## config.mk

```make
export PLATFORM = sky130hd
export DESIGN_NAME = sorted_priority_queue_flat
export DESIGN_NICKNAME = d
export VERILOG_FILES = /design/src/hw/rtl/spq_pkg.sv /design/src/hw/rtl/spq_if.sv /design/src/hw/rtl/sorted_priority_queue.sv /design/src/hw/rtl/spq_ctrl.sv /design/src/hw/rtl/spq_datapath.sv /design/src/flat_wrapper.sv
export VERILOG_INCLUDE_DIRS = /design/src /design/src/hw/rtl
export SDC_FILE = /design/constraint.sdc
export NUM_CORES = 1
export LEC_CHECK = 0
export BUFFER_PORTS_ARGS = -buffer_cell sky130_fd_sc_hd__buf_4
export CAP_MARGIN = 20
export CORE_ASPECT_RATIO = 1.1
export CORE_UTILIZATION = 55
export DETAILED_ROUTE_END_ITERATION = 6
export HOLD_SLACK_MARGIN = 0.12
export PLACE_DENSITY_LB_ADDON = 0.1
export SKIP_CTS_REPAIR_TIMING = 1
export SLEW_MARGIN = 20
export SYNTH_ARGS = -nofsm -noshare
export SYNTH_HDL_FRONTEND = slang
export SYNTH_SLANG_ARGS = --single-unit
```

## constraint.sdc

```tcl
create_clock -name clk -period 5.05 [get_ports clk]
set_input_delay 0 -clock clk [delete_from_list [all_inputs] [get_ports clk]]
set_output_delay 0 -clock clk [all_outputs]
set_load 0.02 [all_outputs]
```

## src/hw/rtl/sorted_priority_queue_macros.svh

```systemverilog
// Assertion macros for the sorted priority queue.
// Used by the top level; expects signals clk and rst_n in scope.
`ifndef SORTED_PRIORITY_QUEUE_MACROS_SVH
`define SORTED_PRIORITY_QUEUE_MACROS_SVH

// Same-cycle implication, disabled while reset is asserted.
`define SPQ_ASSERT_IMP(label, ante, cons, msg) \
  label: assert property (@(posedge clk) disable iff (!rst_n) (ante) |-> (cons)) \
    else $error(msg);

// Next-cycle implication, disabled while reset is asserted.
`define SPQ_ASSERT_NXT(label, ante, cons, msg) \
  label: assert property (@(posedge clk) disable iff (!rst_n) (ante) |=> (cons)) \
    else $error(msg);

`endif

```

## src/hw/rtl/spq_pkg.sv

```systemverilog
// Shared types, constants and functions of the sorted priority queue.
// No dependencies; the interfaces, top level, controller and datapath import this package.
package spq_pkg;

  localparam int CAPACITY_DEF = 16;
  localparam int LEVEL_W      = 2;
  localparam int AGE_W        = 8;
  localparam int TAG_W        = 16;
  localparam int OCC_W        = 5;

  // Request kinds carried on the input channel.
  localparam logic KIND_PUSH = 1'b0;
  localparam logic KIND_POP  = 1'b1;

  // One stored entry.
  typedef struct packed {
    logic [LEVEL_W-1:0] level;
    logic [AGE_W-1:0]   age;
    logic [TAG_W-1:0]   tag;
  } entry_t;

  // Result status codes.
  typedef enum logic [1:0] {
    STS_OK    = 2'd0,
    STS_FULL  = 2'd1,
    STS_EMPTY = 2'd2
  } status_t;

  // Store operation for the current cycle.
  typedef enum logic [1:0] {
    OP_NONE,
    OP_PUSH,
    OP_POP
  } op_t;

  // Controller states: no result held, or a result waiting to be taken.
  typedef enum logic {
    CS_IDLE,
    CS_HOLD
  } ctrl_state_t;

  // Command from controller to datapath.
  typedef struct packed {
    op_t     op;
    logic    load;
    status_t status;
  } cmd_t;

  // Status from datapath to controller.
  typedef struct packed {
    logic full;
    logic empty;
  } dp_status_t;

  // True when entry a ranks ahead of entry b.
  function automatic logic outranks(entry_t a, entry_t b);
    logic res;
    if (a.level != b.level) begin
      res = (a.level > b.level);
    end else begin
      res = (a.age < b.age);
    end
    return res;
  endfunction

endpackage

```

## src/hw/rtl/spq_if.sv

```systemverilog
// Valid/ready channel interfaces for requests and results of the queue.
// Depends on spq_pkg for field widths.
interface spq_in_if;
  import spq_pkg::*;

  logic               valid;
  logic               ready;
  logic               kind;
  logic [LEVEL_W-1:0] priority_level;
  logic [AGE_W-1:0]   age;
  logic [TAG_W-1:0]   tag;

  modport source (output valid, kind, priority_level, age, tag, input ready);
  modport sink   (input valid, kind, priority_level, age, tag, output ready);
endinterface

interface spq_out_if;
  import spq_pkg::*;

  logic               valid;
  logic               ready;
  logic [1:0]         status;
  logic [LEVEL_W-1:0] out_level;
  logic [AGE_W-1:0]   out_age;
  logic [TAG_W-1:0]   out_tag;
  logic [OCC_W-1:0]   occupancy;

  modport source (output valid, status, out_level, out_age, out_tag, occupancy,
                  input ready);
  modport sink   (input valid, status, out_level, out_age, out_tag, occupancy,
                  output ready);
endinterface

```

## src/hw/rtl/sorted_priority_queue.sv

```systemverilog
// Sorted priority queue, top level. A result appears in the cycle after its
// request is accepted. It takes one push or pop request per cycle unless a
// held result stalls; set by the parallel compare and shift of the entry row.
// Reset clears the entry count and returns the controller to idle, so no
// result is valid; entry contents stay undefined until written and need no
// clearing pass.
`include "sorted_priority_queue_macros.svh"

module sorted_priority_queue #(
  parameter int CAPACITY = spq_pkg::CAPACITY_DEF
) (
  input logic        clk,
  input logic        rst_n,
  spq_in_if.sink     in_ch,
  spq_out_if.source  out_ch
);
  import spq_pkg::*;

  localparam logic [OCC_W-1:0] OCC_AT_FULL = OCC_W'(CAPACITY);

  cmd_t             cmd;
  dp_status_t       dp_status;
  entry_t           new_entry;
  status_t          res_status;
  entry_t           res_entry;
  logic [OCC_W-1:0] res_occupancy;
  logic             in_acc;

  // Incoming entry fields.
  assign new_entry.level = in_ch.priority_level;
  assign new_entry.age   = in_ch.age;
  assign new_entry.tag   = in_ch.tag;

  spq_ctrl u_ctrl (
    .clk       (clk),
    .rst_n     (rst_n),
    .in_valid  (in_ch.valid),
    .in_kind   (in_ch.kind),
    .in_ready  (in_ch.ready),
    .out_valid (out_ch.valid),
    .out_ready (out_ch.ready),
    .dp_status (dp_status),
    .cmd       (cmd)
  );

  spq_datapath #(
    .CAPACITY (CAPACITY)
  ) u_datapath (
    .clk           (clk),
    .rst_n         (rst_n),
    .cmd           (cmd),
    .new_entry     (new_entry),
    .dp_status     (dp_status),
    .res_status    (res_status),
    .res_entry     (res_entry),
    .res_occupancy (res_occupancy)
  );

  // Result channel payload.
  assign out_ch.status    = res_status;
  assign out_ch.out_level = res_entry.level;
  assign out_ch.out_age   = res_entry.age;
  assign out_ch.out_tag   = res_entry.tag;
  assign out_ch.occupancy = res_occupancy;

  assign in_acc = in_ch.valid && in_ch.ready;

  // A rejected push reports a full store.
  `SPQ_ASSERT_IMP(a_full_occ, out_ch.valid && out_ch.status == STS_FULL, out_ch.occupancy == OCC_AT_FULL, "full rejection with wrong occupancy")
  // A rejected pop reports an empty store.
  `SPQ_ASSERT_IMP(a_empty_occ, out_ch.valid && out_ch.status == STS_EMPTY, out_ch.occupancy == '0, "empty rejection with nonzero occupancy")
  // Rejected requests carry no entry.
  `SPQ_ASSERT_IMP(a_reject_zero, out_ch.valid && out_ch.status != STS_OK, out_ch.out_level == '0 && out_ch.out_age == '0 && out_ch.out_tag == '0, "rejected request carries entry data")
  // A push accepted on a full store yields a full rejection next cycle.
  `SPQ_ASSERT_NXT(a_push_full, in_acc && in_ch.kind == KIND_PUSH && dp_status.full, out_ch.valid && out_ch.status == STS_FULL, "push on full store not rejected")

endmodule

```

## src/hw/rtl/spq_ctrl.sv

```systemverilog
// Controller of the sorted priority queue: request handshake, result holding
// and the choice of store operation. Depends on spq_pkg.
module spq_ctrl (
  input  logic               clk,
  input  logic               rst_n,
  input  logic               in_valid,
  input  logic               in_kind,
  output logic               in_ready,
  output logic               out_valid,
  input  logic               out_ready,
  input  spq_pkg::dp_status_t dp_status,
  output spq_pkg::cmd_t      cmd
);
  import spq_pkg::*;

  ctrl_state_t state_r, state_nxt;
  logic        accept;

  // State register.
  always_ff @(posedge clk) begin
    if (!rst_n) begin
      state_r <= CS_IDLE;
    end else begin
      state_r <= state_nxt;
    end
  end

  // A new request is taken whenever the result register is free or drains now.
  always_comb begin
    in_ready   = (state_r == CS_IDLE) || out_ready;
    out_valid  = (state_r == CS_HOLD);
    accept     = in_valid && in_ready;
    cmd.op     = OP_NONE;
    cmd.load   = accept;
    cmd.status = STS_OK;
    state_nxt  = state_r;

    // Pick the store operation, or reject it on a full or empty store.
    if (accept) begin
      if (in_kind == KIND_PUSH) begin
        if (dp_status.full) begin
          cmd.status = STS_FULL;
        end else begin
          cmd.op = OP_PUSH;
        end
      end else begin
        if (dp_status.empty) begin
          cmd.status = STS_EMPTY;
        end else begin
          cmd.op = OP_POP;
        end
      end
    end

    // Next state.
    case (state_r)
      CS_IDLE: begin
        if (accept) state_nxt = CS_HOLD;
      end
      CS_HOLD: begin
        if (accept) begin
          state_nxt = CS_HOLD;
        end else if (out_ready) begin
          state_nxt = CS_IDLE;
        end
      end
      default: state_nxt = CS_IDLE;
    endcase
  end

endmodule

```

## src/hw/rtl/spq_datapath.sv

```systemverilog
// Datapath of the sorted priority queue: a row of entry cells that shift to
// insert or remove, the entry count and the result register. Depends on spq_pkg.
module spq_datapath #(
  parameter int CAPACITY = spq_pkg::CAPACITY_DEF
) (
  input  logic                       clk,
  input  logic                       rst_n,
  input  spq_pkg::cmd_t              cmd,
  input  spq_pkg::entry_t            new_entry,
  output spq_pkg::dp_status_t        dp_status,
  output spq_pkg::status_t           res_status,
  output spq_pkg::entry_t            res_entry,
  output logic [spq_pkg::OCC_W-1:0]  res_occupancy
);
  import spq_pkg::*;

  localparam int CW = $clog2(CAPACITY + 1);

  entry_t          store_r [CAPACITY];
  logic [CW-1:0]   count_r, count_nxt;
  logic [CAPACITY-1:0] above;
  logic [CAPACITY-1:0] take_new;
  entry_t          from_prev [CAPACITY];
  entry_t          from_next [CAPACITY];
  logic [31:0]     count_wide;
  status_t         res_status_r;
  entry_t          res_entry_r;
  logic [OCC_W-1:0] res_occ_r;

  // Each cell compares its own entry with the incoming one; the set of
  // cells that outrank it is a prefix because the row is kept sorted.
  for (genvar i = 0; i < CAPACITY; i++) begin : g_cell
    assign above[i] = (CW'(i) < count_r) && outranks(store_r[i], new_entry);
    if (i == 0) begin : g_head
      assign take_new[i]  = 1'b1;
      assign from_prev[i] = new_entry;
    end else begin : g_body
      assign take_new[i]  = above[i-1];
      assign from_prev[i] = store_r[i-1];
    end
    if (i == CAPACITY - 1) begin : g_tail
      assign from_next[i] = store_r[i];
    end else begin : g_inner
      assign from_next[i] = store_r[i+1];
    end
  end

  // Cell update: keep, take the new entry, shift down on push or up on pop.
  always_ff @(posedge clk) begin
    for (int i = 0; i < CAPACITY; i++) begin
      if (cmd.op == OP_PUSH) begin
        if (!above[i]) begin
          store_r[i] <= take_new[i] ? new_entry : from_prev[i];
        end
      end else if (cmd.op == OP_POP) begin
        store_r[i] <= from_next[i];
      end
    end
  end

  // Entry count.
  always_comb begin
    case (cmd.op)
      OP_PUSH: count_nxt = count_r + CW'(1);
      OP_POP:  count_nxt = count_r - CW'(1);
      default: count_nxt = count_r;
    endcase
  end

  always_ff @(posedge clk) begin
    if (!rst_n) begin
      count_r <= '0;
    end else begin
      count_r <= count_nxt;
    end
  end

  assign dp_status.full  = (count_r == CW'(CAPACITY));
  assign dp_status.empty = (count_r == '0);
  assign count_wide      = 32'(count_nxt);

  // Result register: the head entry on an accepted pop, zeros otherwise.
  always_ff @(posedge clk) begin
    if (cmd.load) begin
      res_status_r <= cmd.status;
      res_occ_r    <= count_wide[OCC_W-1:0];
      if (cmd.op == OP_POP) begin
        res_entry_r <= store_r[0];
      end else begin
        res_entry_r <= '0;
      end
    end
  end

  assign res_status    = res_status_r;
  assign res_entry     = res_entry_r;
  assign res_occupancy = res_occ_r;

endmodule
```

## src/flat_wrapper.sv

```systemverilog
// flat-port wrapper written by rule: the top's interface ports become plain ports
module sorted_priority_queue_flat import spq_pkg::*;
#(
  parameter int CAPACITY = spq_pkg::CAPACITY_DEF
)
  (clk, rst_n, in_ch_valid, in_ch_kind, in_ch_priority_level, in_ch_age, in_ch_tag, in_ch_ready, out_ch_valid, out_ch_status, out_ch_out_level, out_ch_out_age, out_ch_out_tag, out_ch_occupancy, out_ch_ready);
  spq_in_if in_ch_i ();
  spq_out_if out_ch_i ();
  input logic clk;
  input logic rst_n;
  input wire logic [$bits(in_ch_i.valid)-1:0] in_ch_valid;
  input wire logic [$bits(in_ch_i.kind)-1:0] in_ch_kind;
  input wire logic [$bits(in_ch_i.priority_level)-1:0] in_ch_priority_level;
  input wire logic [$bits(in_ch_i.age)-1:0] in_ch_age;
  input wire logic [$bits(in_ch_i.tag)-1:0] in_ch_tag;
  output wire logic [$bits(in_ch_i.ready)-1:0] in_ch_ready;
  output wire logic [$bits(out_ch_i.valid)-1:0] out_ch_valid;
  output wire logic [$bits(out_ch_i.status)-1:0] out_ch_status;
  output wire logic [$bits(out_ch_i.out_level)-1:0] out_ch_out_level;
  output wire logic [$bits(out_ch_i.out_age)-1:0] out_ch_out_age;
  output wire logic [$bits(out_ch_i.out_tag)-1:0] out_ch_out_tag;
  output wire logic [$bits(out_ch_i.occupancy)-1:0] out_ch_occupancy;
  input wire logic [$bits(out_ch_i.ready)-1:0] out_ch_ready;
  assign in_ch_i.valid = in_ch_valid;
  assign in_ch_i.kind = in_ch_kind;
  assign in_ch_i.priority_level = in_ch_priority_level;
  assign in_ch_i.age = in_ch_age;
  assign in_ch_i.tag = in_ch_tag;
  assign in_ch_ready = in_ch_i.ready;
  assign out_ch_valid = out_ch_i.valid;
  assign out_ch_status = out_ch_i.status;
  assign out_ch_out_level = out_ch_i.out_level;
  assign out_ch_out_age = out_ch_i.out_age;
  assign out_ch_out_tag = out_ch_i.out_tag;
  assign out_ch_occupancy = out_ch_i.occupancy;
  assign out_ch_i.ready = out_ch_ready;
  sorted_priority_queue #(.CAPACITY(CAPACITY)) u_core (.clk(clk), .rst_n(rst_n), .in_ch(in_ch_i), .out_ch(out_ch_i));
endmodule
```

# --- After elaboration in Yosys (flattened, before gate mapping) ---
# Memories as Yosys holds them, arrays and structs flattened.
# Index checks and enable logic that the tools add are counted.
classes:
  eq_ne: 19
  magnitude_cmp: 48
  bitwise: 17
  n_reduce_logical: 19
  addsub: 2
  muxes: 110
ops:
  columns: ["op", "count"]
  rows:
  - ["$mux 26", 31]
  - ["$lt 8x8->1", 16]
  - ["$mux 1", 72]
  - ["$lt 4x5->1 const A", 8]
  - ["$gt 2x2->1", 16]
  - ["$ne 2x2->1", 16]
  - ["$lt 3x5->1 const A", 4]
  - ["$logic_and 1x1->1", 17]
  - ["$or 1x1->1", 16]
  - ["$lt 1x5->1 const A", 2]
  - ["$lt 2x5->1 const A", 2]
  - ["$mux 2", 5]
  - ["$pmux 5 s2", 1]
  - ["$add 5x1->5 const B", 1]
  - ["$eq 5x5->1 const B", 1]
  - ["$logic_not 5->1", 1]
  - ["$sub 5x1->5 const B", 1]
  - ["$eq 2x1->1 const B", 1]
  - ["$eq 2x2->1 const B", 1]
  - ["$pmux 1 s2", 1]
  - ["$logic_or 1x1->1", 1]
  - ["$not 1->1", 1]
totals:
  elab_cells: 223
  input_bits: 31
  mem_bits_rw: 416
  out_inout_bits: 35
  register_bits: 39
  memories: 1
memory_table:
  columns: ["memory", "words", "word_bits", "read_ports", "rd_clocked_by_memory_dff", "wr", "line", "rtl"]
  rows:
  - ["u_core.u_datapath.store_r", 16, 26, 16, 0, 16, "spq_datapath.sv:19", "entry_t store_r [CAPACITY];"]

# --- Depth between registers and ports, before layout ---
depth:
  depth_word: 9
  ltp_mapped: 14

# --- By module ---
# From an unflattened synthesis, not the netlist that was laid out.
unflattened:
  hier_cells: 2668
  area_unflattened_um2: 27630.2
modules_own_cells:
  columns: ["mod", "cells_each", "instances", "area_per_inst_um2"]
  rows:
  - ["spq_datapath", 2657, 1, 27505.1]
  - ["spq_ctrl", 11, 1, 125.1]

# --- Least setup slack after synthesis ---
# Ideal clock, no wire load.
synth_timing:
  kind: "register to register"
  from: "reg u_core.u_ctrl.state_r (netlist: u_core.u_ctrl.out_valid)"
  to: "mem u_core.u_datapath.store_r[1][182] in the netlist's numbering, enable pin"
  slack_ns: -0.023
  setup_ns: 0.449
  t_arrival_ns: 4.624
  path_stages_with_launch: 13
  path_buffers: 4
  cell_sequence: "dfxtp_1 -> nand2b_1 -> nand2_1 -> inv_1 -> and3_1 -> ha_1 -> clkbuf_1 -> buf_2 -> clkinv_1 -> buf_2 -> clkbuf_1 -> nand3_1 -> a211oi_1"
synth_rtl:
  columns: ["element", "line", "rtl"]
  rows:
  - ["from (decl)", "spq_ctrl.sv:16", "ctrl_state_t state_r, state_nxt;"]
  - ["from (signal assigned)", "spq_ctrl.sv:24", "state_r <= state_nxt;"]
  - ["to (decl)", "spq_datapath.sv:19", null]

==> qor.yml <==
status: "finished clean"
routedWlPerCell_um: 28.14
grt.total_usage_pct: 35.82
io_buffers: 65
avgSynthCellArea_um2: 10.63
grt_max_degree: 195
r2r_slack_ps: 1380
route.detailed.drc: 0
postRouteAntennaNets: 0
die_w_um: 213.3
ys_async_sr_fraction_pct: 0
htree_levels: 2
startpoint_type: "flip-flop"
pin_count: 66
dp_hpwl_mm: 60.27
place_congestion: 0.9281
grt_setup_unrepaired: "no"
numClockSinks: 455
synth_edf_count: 449
cts_tree: "done"
pwr_density_cell_mw_per_mm2: 302.1
reg2reg_to: "u_core.u_datapath.store_r[1][117]"
cap_violations: 0
slew_violations: 0
routed_wl_mm: 89.74
routed_via_density: 7.115
end_kind: "flip-flop"
yosysWarnings: 0
clkTransAtPathRegs_ps: 70
skew_ps: 20.28
min_period_ps: 3670
holdWs_ps: 181.9
antenna_found_initial: 3
drtIter0Drc: 3095
insertion_delay_ps: 610
drive_above_1_share_pct: 11.92
cts_root_buf: "clkbuf_16"
overflow: 0
ys_ff_latch: 455
vias: 22690
worstHoldStart: "rst_n"
place_inst: 3068
tightest_slew_ps: 1192
critPathRequiredTime_ps: 5340
nNetsFinal: 2686
synth_seq_area_share_pct: 50.36
yosysUniqueCellTypes: 65
die_y_um: 234.4
die_area_mm2: 0.05000
critical_path.max_fanout: 43
start_util_pct: 56.11
synthCells: 2540
hold_viol: 0
arrival_ps: 3960
synth_top_area_cell: "edfxtp_1"
yosysTopAreaCellShare_pct: 49.92
clockBufferDepth: 3
timing.fmax_ghz: 0.2724
grt_pass1_vias: 20890
slew_headroom_pct: 20.55
synth_top_flop_cell: "edfxtp_1"
whs_endpoint: "u_core.u_datapath.count_r[4]"
synth_area_mm2: 0.02701
r2r_cells: 8
critPathKind: "flip-flop to flip-flop"
grt_first_pass_wirelength_mm: 133.3
area_growth_syn_to_layout_pct: 10.66
cts_buffers: 49
pre_cts_ws_ps: 1391
coreArea_mm2: 0.04814
synth_nets: 2721
finalSetupTns_ps: 0
timing.rr.start: "u_core.u_datapath.count_r[2]"
hold_path_class: "primary input to flip-flop"
fin_crit_sh_pct: 72.68
p_leak_nw: 10.71
final_cells: 3189
firstDrtPassIters: 6
fillCellCount: 3954
vdd_drop_max_uv: 239.4
num_rows: 84
synth_area_leaders: "edfxtp_1 (50%), ha_1 (6.9%), a31oi_1 (4.4%)"
finalSetupViolCount: 0
min_path_cells: 3
timing.final.ws_setup_ps: 1380
-- synth_stat cells (54+ instances only) --
| master | count |
|---|---|
| ha_1 | 150 |
| clkbuf_1 | 178 |
| a31oi_1 | 191 |
| nand3_1 | 193 |
| nor2_1 | 95 |
| edfxtp_1 | 449 |
| o311ai_0 | 92 |
| a2bb2oi_1 | 125 |
| nand2_1 | 210 |
| o221ai_1 | 54 |
| a21oi_1 | 67 |
| o21ai_0 | 176 |
| inv_1 | 133 |
-- metal layers --
layer	up-vias	GRT usage, %	wire length (um)
met3	186	11.19	12690
met5	-	0	23
met1	11050	52.10	36320
met2	1601	50.80	38140
met4	4	10.94	2571
li1	9849	-	-
-- layout by cell type (no fill, tap or decap), types with 8 or more instances in the layout --
cell type and instances:
a22oi_1 32, inv_1 133, nand2_1 210, o211ai_1 11, a221o_1 30, o21ai_0 176
clkbuf_16 51, o221ai_1 54, nor3_1 11, o311ai_0 92, a2bb2oi_1 125, clkinv_2 8
nor2_1 94, ha_1 149, nor2b_1 22, nor3b_1 13, clkbuf_1 15, dlygate4sd3_1 30
edfxtp_1 449, mux2_2 26, buf_4 135, a21o_1 42, and2_1 9, and3_1 8
nand3_1 193, nand2b_1 22, a21oi_1 59, o311ai_1 12, a21bo_2 20, clkinv_1 8
a31oi_1 184
-- stage by stage --
stage | area, um^2 | utilization [%] | power, mW
2_1_floorplan | 27020 | - | 5.143
3_3_place_gp | 27970 | 58.11 | 5.494
3_5_place_dp | 28030 | 58.23 | 5.530
4_1_cts | 29560 | 61.41 | 8.991
5_1_grt | 29890 | 62.09 | 9.257
6_report | 29890 | 62.10 | 9.031
-- logic make-up after synthesis --
group                    Yosys count  share of synthesized area, %
AND/OR/NAND/NOR                  602                         10.41
adder cells (fa/ha/maj)          150                         6.948
buffers and inverters            391                         6.128
multiplexers                      30                         1.232
flip-flops                       455                         50.36
AO/OA/AOI/OAI                    912                         24.92
-- registers in the layout, indices dropped and copies added (netlist names) --
| register | count |
|---|---|
| u_core.u_datapath.res_occupancy | 5 |
| u_core.u_ctrl.out_valid | 1 |
| u_core.u_datapath.res_entry | 26 |
| u_core.u_datapath.store_r | 416 |
| u_core.u_datapath.res_status | 2 |
| u_core.u_datapath.count_r | 5 |
-- critical path, stage by stage, from the launching register on --
cell and delay [ps]:
dfxtp_1 750, nor2_1 190, nand3b_1 150, and3_1 230, ha_4 550, nor2_2 80
buf_4 280, a21oi_2 690, buf_4 420
-- where the power goes --
group	total (mW)	leakage, nW	switching (mW)	internal (mW)
registers	4.52	4.27	0.133	4.38
logic	0.992	5.70	0.640	0.353
clock network	3.52	0.744	1.57	1.95
-- how the worst max path moves through the flow --
stage                                       from                                end  slack (ps)
floorplan                u_core.u_ctrl.out_valid  u_core.u_datapath.store_r[0][104]         760
detailed placement  u_core.u_datapath.count_r[2]  u_core.u_datapath.store_r[1][116]        1390
global placement    u_core.u_datapath.count_r[2]  u_core.u_datapath.store_r[1][143]        1460
global route        u_core.u_datapath.count_r[2]  u_core.u_datapath.store_r[0][126]        1130
CTS                 u_core.u_datapath.count_r[2]  u_core.u_datapath.store_r[1][109]        1400
finish              u_core.u_datapath.count_r[2]  u_core.u_datapath.store_r[1][117]        1380
-- final cells by class --
type	count	area, um^2	share of cell area (%)
diodes	1	2.502	0.008372
clock buffers	69	1374	4.596
clock inverters	20	153.9	0.5149
inverters	134	510.5	1.708
multi-input cells	1694	11980	40.09
flip-flops and latches	455	13600	45.51
well taps	645	807.0	2.700
repair buffers	171	1456	4.872
No activity file was read; power rests on OpenSTA's default activity.
